--- config.mk ---
export PLATFORM = sky130hd
export DESIGN_NAME = sst_ctrl
export DESIGN_NICKNAME = d
export VERILOG_FILES = /design/src/rtl/core/sst_pkg.sv /design/src/rtl/core/sst_ctrl.sv
export SDC_FILE = /design/constraint.sdc
export NUM_CORES = 1
export LEC_CHECK = 0
export BUFFER_PORTS_ARGS = -buffer_cell sky130_fd_sc_hd__buf_2
export CAP_MARGIN = 20
export CORE_UTILIZATION = 39
export CTS_BUF_LIST = sky130_fd_sc_hd__clkbuf_2 sky130_fd_sc_hd__clkbuf_4 sky130_fd_sc_hd__clkbuf_8
export CTS_CLUSTER_SIZE = 28
export DETAILED_ROUTE_END_ITERATION = 6
export GPL_TIMING_DRIVEN = 0
export PLACE_DENSITY = 0.71
export SETUP_SLACK_MARGIN = 0.1
export SKIP_CTS_REPAIR_TIMING = 1
export SKIP_LAST_GASP = 1
export SLEW_MARGIN = 10
export SYNTH_ARGS = -nofsm -noshare
export SYNTH_HDL_FRONTEND = slang
export SYNTH_SLANG_ARGS = --single-unit
--- constraint.sdc ---
create_clock -name clk -period 1.9 [get_ports clk]
set_input_delay 0.19 -clock clk [delete_from_list [all_inputs] [get_ports clk]]
set_output_delay 0.19 -clock clk [all_outputs]
set_load 0.05 [all_outputs]
--- src/rtl/core/sst_pkg.sv ---
// Shared types, constants and codes of the semaphore set table.
`timescale 1ns / 1ps
`default_nettype none
package sst_pkg;

  localparam int NUM_SETS_DEF     = 32;
  localparam int SEMS_PER_SET_DEF = 32;
  localparam int MAX_OPS_DEF      = 32;

  typedef enum logic [2:0] {
    MODE_CREATE = 3'd0,
    MODE_OP     = 3'd1,
    MODE_SET    = 3'd2,
    MODE_GET    = 3'd3,
    MODE_REMOVE = 3'd4
  } mode_t;

  typedef enum logic [2:0] {
    ST_OK        = 3'd0,
    ST_INVALID   = 3'd1,
    ST_NOT_FOUND = 3'd2,
    ST_NO_SPACE  = 3'd3,
    ST_INDEX     = 3'd4,
    ST_AGAIN     = 3'd5,
    ST_BLOCK     = 3'd6
  } status_t;

  typedef enum logic [1:0] {
    VAL_ZERO,
    VAL_IDENT,
    VAL_NEXT,
    VAL_SEM
  } val_sel_t;

  typedef enum logic [4:0] {
    S_IDLE,
    S_DISPATCH,
    S_KEY_SCAN,
    S_KEY_MISS,
    S_FREE_SCAN,
    S_CLEAR,
    S_ID_SCAN,
    S_ID_HIT,
    S_SEM_WAIT,
    S_CHK_RD,
    S_CHK_IDX,
    S_CHK_EVAL,
    S_APP_RD,
    S_APP_IDX,
    S_APP_EVAL,
    S_EMIT
  } state_t;

  typedef struct packed {
    logic [2:0]  mode;
    logic [31:0] key;
    logic        create_flag;
    logic [5:0]  set_size;
    logic [30:0] set_id;
    logic [5:0]  sem_index;
    logic [15:0] sem_delta;
    logic        no_wait;
    logic        last_op;
    logic [31:0] new_value;
  } in_item_t;

  typedef struct packed {
    logic        no_wait;
    logic [15:0] delta;
    logic [5:0]  idx;
  } op_t;

  typedef struct packed {
    logic     load;
    logic     scan_clr;
    logic     scan_inc;
    logic     hit_take;
    logic     op_push;
    logic     op_ovf_set;
    logic     group_clr;
    logic     ptr_clr;
    logic     ptr_inc;
    logic     rd_op;
    logic     rd_sem;
    logic     rd_sem_op;
    logic     wr_zero;
    logic     wr_new;
    logic     wr_sum;
    logic     fail_clr;
    logic     fail_acc;
    logic     entry_create;
    logic     entry_remove;
    logic     res_set;
    status_t  res_status;
    val_sel_t res_sel;
    logic     res_push;
  } cmd_t;

  typedef struct packed {
    logic [2:0] mode;
    logic       size_big;
    logic       size_zero;
    logic       key_zero;
    logic       create_flag;
    logic       last_op;
    logic       ovf;
    logic       op_full;
    logic       scan_end;
    logic       key_hit;
    logic       id_hit;
    logic       free_hit;
    logic       ptr_last;
    logic       clr_end;
    logic       idx_bad;
    logic       op_idx_bad;
    logic       chk_fail;
    logic       nw_any;
    logic       res_free;
  } sts_t;

endpackage
`default_nettype wire

--- src/rtl/core/sst_ctrl.sv ---
// Controller state machine of the semaphore set table.
`timescale 1ns / 1ps
`default_nettype none
module sst_ctrl (
  input  wire logic          clk,
  input  wire logic          rst,
  input  wire logic          req_valid,
  output logic               req_ready,
  input  sst_pkg::sts_t      sts,
  output sst_pkg::cmd_t      cmd
);

  sst_pkg::state_t state, state_next;

  always_ff @(posedge clk) begin
    if (rst) begin
      state <= sst_pkg::S_IDLE;
    end else begin
      state <= state_next;
    end
  end

  always_comb begin
    state_next = state;
    cmd = '0;
    cmd.res_status = sst_pkg::ST_OK;
    cmd.res_sel = sst_pkg::VAL_ZERO;
    req_ready = 1'b0;
    case (state)
      sst_pkg::S_IDLE: begin
        req_ready = 1'b1;
        if (req_valid) begin
          cmd.load = 1'b1;
          state_next = sst_pkg::S_DISPATCH;
        end
      end
      sst_pkg::S_DISPATCH: begin
        case (sts.mode)
          sst_pkg::MODE_CREATE: begin
            if (sts.size_big) begin
              cmd.res_set = 1'b1;
              cmd.res_status = sst_pkg::ST_INVALID;
              state_next = sst_pkg::S_EMIT;
            end else if (sts.key_zero) begin
              state_next = sst_pkg::S_KEY_MISS;
            end else begin
              cmd.scan_clr = 1'b1;
              state_next = sst_pkg::S_KEY_SCAN;
            end
          end
          sst_pkg::MODE_OP: begin
            if (sts.op_full) begin
              cmd.op_ovf_set = 1'b1;
            end else begin
              cmd.op_push = 1'b1;
            end
            if (!sts.last_op) begin
              state_next = sst_pkg::S_IDLE;
            end else if (sts.ovf || sts.op_full) begin
              cmd.group_clr = 1'b1;
              cmd.res_set = 1'b1;
              cmd.res_status = sst_pkg::ST_INVALID;
              state_next = sst_pkg::S_EMIT;
            end else begin
              cmd.scan_clr = 1'b1;
              state_next = sst_pkg::S_ID_SCAN;
            end
          end
          sst_pkg::MODE_SET, sst_pkg::MODE_GET, sst_pkg::MODE_REMOVE: begin
            cmd.scan_clr = 1'b1;
            state_next = sst_pkg::S_ID_SCAN;
          end
          default: begin
            cmd.res_set = 1'b1;
            cmd.res_status = sst_pkg::ST_INVALID;
            state_next = sst_pkg::S_EMIT;
          end
        endcase
      end
      sst_pkg::S_KEY_SCAN: begin
        if (sts.key_hit) begin
          cmd.hit_take = 1'b1;
          cmd.res_set = 1'b1;
          cmd.res_sel = sst_pkg::VAL_IDENT;
          state_next = sst_pkg::S_EMIT;
        end else if (sts.scan_end) begin
          state_next = sst_pkg::S_KEY_MISS;
        end else begin
          cmd.scan_inc = 1'b1;
        end
      end
      sst_pkg::S_KEY_MISS: begin
        if (!sts.key_zero && !sts.create_flag) begin
          cmd.res_set = 1'b1;
          cmd.res_status = sst_pkg::ST_NOT_FOUND;
          state_next = sst_pkg::S_EMIT;
        end else if (sts.size_zero) begin
          cmd.res_set = 1'b1;
          cmd.res_status = sst_pkg::ST_INVALID;
          state_next = sst_pkg::S_EMIT;
        end else begin
          cmd.scan_clr = 1'b1;
          state_next = sst_pkg::S_FREE_SCAN;
        end
      end
      sst_pkg::S_FREE_SCAN: begin
        if (sts.free_hit) begin
          cmd.hit_take = 1'b1;
          cmd.ptr_clr = 1'b1;
          state_next = sst_pkg::S_CLEAR;
        end else if (sts.scan_end) begin
          cmd.res_set = 1'b1;
          cmd.res_status = sst_pkg::ST_NO_SPACE;
          state_next = sst_pkg::S_EMIT;
        end else begin
          cmd.scan_inc = 1'b1;
        end
      end
      sst_pkg::S_CLEAR: begin
        cmd.wr_zero = 1'b1;
        if (sts.clr_end) begin
          cmd.entry_create = 1'b1;
          cmd.res_set = 1'b1;
          cmd.res_sel = sst_pkg::VAL_NEXT;
          state_next = sst_pkg::S_EMIT;
        end else begin
          cmd.ptr_inc = 1'b1;
        end
      end
      sst_pkg::S_ID_SCAN: begin
        if (sts.id_hit) begin
          cmd.hit_take = 1'b1;
          state_next = sst_pkg::S_ID_HIT;
        end else if (sts.scan_end) begin
          cmd.group_clr = (sts.mode == sst_pkg::MODE_OP);
          cmd.res_set = 1'b1;
          cmd.res_status = sst_pkg::ST_INVALID;
          state_next = sst_pkg::S_EMIT;
        end else begin
          cmd.scan_inc = 1'b1;
        end
      end
      sst_pkg::S_ID_HIT: begin
        if (sts.mode == sst_pkg::MODE_OP) begin
          cmd.ptr_clr = 1'b1;
          cmd.fail_clr = 1'b1;
          state_next = sst_pkg::S_CHK_RD;
        end else if (sts.mode == sst_pkg::MODE_REMOVE) begin
          cmd.entry_remove = 1'b1;
          cmd.res_set = 1'b1;
          state_next = sst_pkg::S_EMIT;
        end else if (sts.idx_bad) begin
          cmd.res_set = 1'b1;
          cmd.res_status = sst_pkg::ST_INVALID;
          state_next = sst_pkg::S_EMIT;
        end else if (sts.mode == sst_pkg::MODE_SET) begin
          cmd.wr_new = 1'b1;
          cmd.res_set = 1'b1;
          state_next = sst_pkg::S_EMIT;
        end else begin
          cmd.rd_sem = 1'b1;
          state_next = sst_pkg::S_SEM_WAIT;
        end
      end
      sst_pkg::S_SEM_WAIT: begin
        cmd.res_set = 1'b1;
        cmd.res_sel = sst_pkg::VAL_SEM;
        state_next = sst_pkg::S_EMIT;
      end
      sst_pkg::S_CHK_RD: begin
        cmd.rd_op = 1'b1;
        state_next = sst_pkg::S_CHK_IDX;
      end
      sst_pkg::S_CHK_IDX: begin
        if (sts.op_idx_bad) begin
          cmd.group_clr = 1'b1;
          cmd.res_set = 1'b1;
          cmd.res_status = sst_pkg::ST_INDEX;
          state_next = sst_pkg::S_EMIT;
        end else begin
          cmd.rd_sem = 1'b1;
          cmd.rd_sem_op = 1'b1;
          state_next = sst_pkg::S_CHK_EVAL;
        end
      end
      sst_pkg::S_CHK_EVAL: begin
        cmd.fail_acc = 1'b1;
        if (!sts.ptr_last) begin
          cmd.ptr_inc = 1'b1;
          state_next = sst_pkg::S_CHK_RD;
        end else if (sts.chk_fail) begin
          cmd.group_clr = 1'b1;
          cmd.res_set = 1'b1;
          cmd.res_status = sts.nw_any ? sst_pkg::ST_AGAIN : sst_pkg::ST_BLOCK;
          state_next = sst_pkg::S_EMIT;
        end else begin
          cmd.ptr_clr = 1'b1;
          state_next = sst_pkg::S_APP_RD;
        end
      end
      sst_pkg::S_APP_RD: begin
        cmd.rd_op = 1'b1;
        state_next = sst_pkg::S_APP_IDX;
      end
      sst_pkg::S_APP_IDX: begin
        cmd.rd_sem = 1'b1;
        cmd.rd_sem_op = 1'b1;
        state_next = sst_pkg::S_APP_EVAL;
      end
      sst_pkg::S_APP_EVAL: begin
        cmd.wr_sum = 1'b1;
        if (sts.ptr_last) begin
          cmd.group_clr = 1'b1;
          cmd.res_set = 1'b1;
          state_next = sst_pkg::S_EMIT;
        end else begin
          cmd.ptr_inc = 1'b1;
          state_next = sst_pkg::S_APP_RD;
        end
      end
      sst_pkg::S_EMIT: begin
        if (sts.res_free) begin
          cmd.res_push = 1'b1;
          state_next = sst_pkg::S_IDLE;
        end
      end
      default: begin
        state_next = sst_pkg::S_IDLE;
      end
    endcase
  end

endmodule
`default_nettype wire

==> flow_summary.yaml <==
status:
  status: "finished with violations"
  violations: "design-rule violations, negative setup slack"
route:
  antenna_violating_nets_post_route: 0
  num_vias: 1974
  drt_iter0_drc: 201
  dr.pass1.iters: 7
  routed_wl_mm: 6.11
  vias_per_cell: 6.58
  wire_per_inst_um: 20.4
  drt_drc_violations_left: 5
cells_and_area:
  post-route-util_pct: 87.5
  multi_input_area_sq_um: 1450
  fillers: 155
  final_cells: 300
  nets: 294
  syn2layout_area_growth_pct: 107
  regMostFlops: "state"
  top_regs: "state: 5 flops"
  largest_register_ffs: 5
  finalInstanceArea_sq_um: 2500
  drive_above_1_share_pct: 63.9
  diodes: 0
  seq_area_sq_um: 108
setup_path:
  critPathArrivalTime_ps: 1980
  worst_setup_path_end_kind: "output pin"
  critical_path_class: "flop to output pin"
  start_kind: "flop"
  worstPathRequired_ps: 1710
  cp_max_fo: 7
  r2r_slack_ps: 0
clocking:
  numCtsBuffers: 3
  clock_sinks: 5
  htree_levels: 1
  clk_latency_ps: 230
  cts.path.max_buffers: 2
  cts_root_buf: "clkbuf_4"
  clkTransAtPathRegs_ps: 40
  tritoncts: "yes"
synth:
  avgSynthCellArea_sq_um: 6.66
  ys_async_sr_fraction_pct: 0
  ys_warn_count: 0
  synth_edf_count: 0
  synth_ff_type: "dfxtp_1"
  syn_nets: 205
  synth.ff_latch_count: 5
  seq_area_frac_synth_pct: 8.30
  yosys.area.top_type: "dfxtp_1"
  synth_top_area_share_pct: 8.30
  postSynthCellCount: 181
  synth_area_leaders: "dfxtp_1, nor2_1, nor3_1"
  ys_types: 59
  syn_area_sq_um: 1210
global_routing:
  grt_overflow_total: 0
  grt_pass1_wl_mm: 7.23
  use_met3_pct: 2.01
  grt_pass1_vias: 1526
  gr-max-usage-layer: "met2"
  grt_use_met1_pct: 38.7
  antenna_found_initial: 0
  grt_max_degree: 11
  grt_util_all_layers_pct: 27.7
  gr-usage-met2_pct: 46.0
floorplan:
  initial_core_util_pct: 42.3
  die_w_um: 57.6
  io_pins: 51
  fp.dieH_um: 57.6
  core_area_sq_um: 2850
  dieArea_sq_um: 3320
  fp-row-count: 19
timing:
  period_needed_ps: 2170
  finalHoldViolations: 0
  period_share_pct: 114
  tns_ps: -744
  rsz0062_at_grt: "yes"
  finalSetupViolations: 8
  setup_slack_ps: -269
  finalMaxSlewViolations: 0
  fmax_ghz: 0.461
  tightest_slew_ps: 546
  skew_ps: 2.83
  relSlewSlack_pct: 63.3
placement:
  place_ws_ps: -480
  hpwl_mm: 3.69
  dp_cells: 262
  dpl-instance-area_sq_um: 1710
  place_congestion: 0.973
  io_buffers: 50
pwr:
  p_leak_nw: 1.05
  p_per_area_nw_per_um2: 257
  peakVddDrop_mv: 0.660
hold_path:
  worstHoldPathType: "input port to flop"
job:
  maxCapViolCount: 0
[through the flow]
step / hold WS [ps] / power (mW)
after floorplan: 262 / 0.314
after global placement: 412 / 0.397
after CTS: 173 / 0.534
after global routing: 177 / 0.672
final: 179 / 0.643
after detailed placement: 416 / 0.401
[final timing paths]
kind | start | endpoint | cells after the start
max | state[3]$_SDFFE_PP0P_ | cmd[6] | 8
min | rst | state[1]$_SDFFE_PP0P_ | 2
max reg2reg | state[3]$_SDFFE_PP0P_ | state[1]$_SDFFE_PP0P_ | 8
min reg2reg | state[0]$_SDFFE_PP0P_ | state[2]$_SDFFE_PP0P_ | 4
[placed cells by master, fill, tap and decap left out, types with 5 or more instances in the layout]
master,synthesis,final
buf_8,0,11
buf_4,2,29
a21oi_1,14,10
nor3_4,0,11
clkbuf_4,0,5
buf_6,3,23
nor2_1,24,16
nand2_1,17,11
buf_2,5,31
nand2_2,0,5
[layout make-up]
| class | instances | area share (%) |
|---|---|---|
| plain buffers | 14 | 6.81 |
| clock buffers | 4 | 1.20 |
| inverters | 5 | 0.902 |
| multi-input cells | 157 | 57.9 |
| flip-flops and latches | 5 | 4.31 |
| well taps | 31 | 1.55 |
| repair buffers | 84 | 27.4 |
[power by group]
part	internal, mW	leakage [nW]	switching, mW
sequential	0.110	0.0431	0.00694
combinational	0.161	0.989	0.234
clock	0.0932	0.0184	0.0363
[logic make-up (layout without fill, tap and decap cells)]
kind of cell              Yosys count  after routing  synth area share (%)
muxes                               4              4                  3.42
xor gates and xnor gates            2              2                  1.45
and+or+nand+nor                    97             97                  45.4
other                               1              1                 0.311
DFF                                 5              5                  8.30
buffers and inverters              19            107                  8.92
AOI/OAI and AO/OA                  53             53                  32.2
[critical path, cell delays in order (launching register included)]
cell and delay, ps:
dfxtp_2 330, buf_6 140, buf_4 140, buf_8 130, mux2i_1 140, nor4_1 430, nor2_1 120, nand4b_1 140
buf_6 170
[routing by layer]
| metal | wire [um] | up-vias |
|---|---|---|
| met5 | 0 | - |
| met4 | 221 | 0 |
| met3 | 594 | 27 |
| met2 | 3090 | 142 |
| met1 | 2200 | 942 |
| li1 | - | 863 |
[synth_stat cells (2+ instances only)]
library cell   n
inv_1          4
nand2b_1       3
mux2i_1        3
or3_1          3
o21bai_1       3
nor2_1        24
nor3_1        15
a211o_1        2
nor4b_1        2
buf_2          5
nor4_1         4
or2b_1         2
o21ai_0        5
a21oi_1       14
nand3b_1       3
nor3_2         2
dfxtp_1        5
o211ai_1       3
buf_6          3
clkbuf_1       3
nand4b_1       2
xnor2_1        2
nand2_1       17
nor4bb_1       2
o32ai_1        2
buf_4          2
and3_1         4
a31oi_1        5
nor2b_1        4
a211oi_1       2
nand3_1        3
No activity file was read; power rests on OpenSTA's default activity.
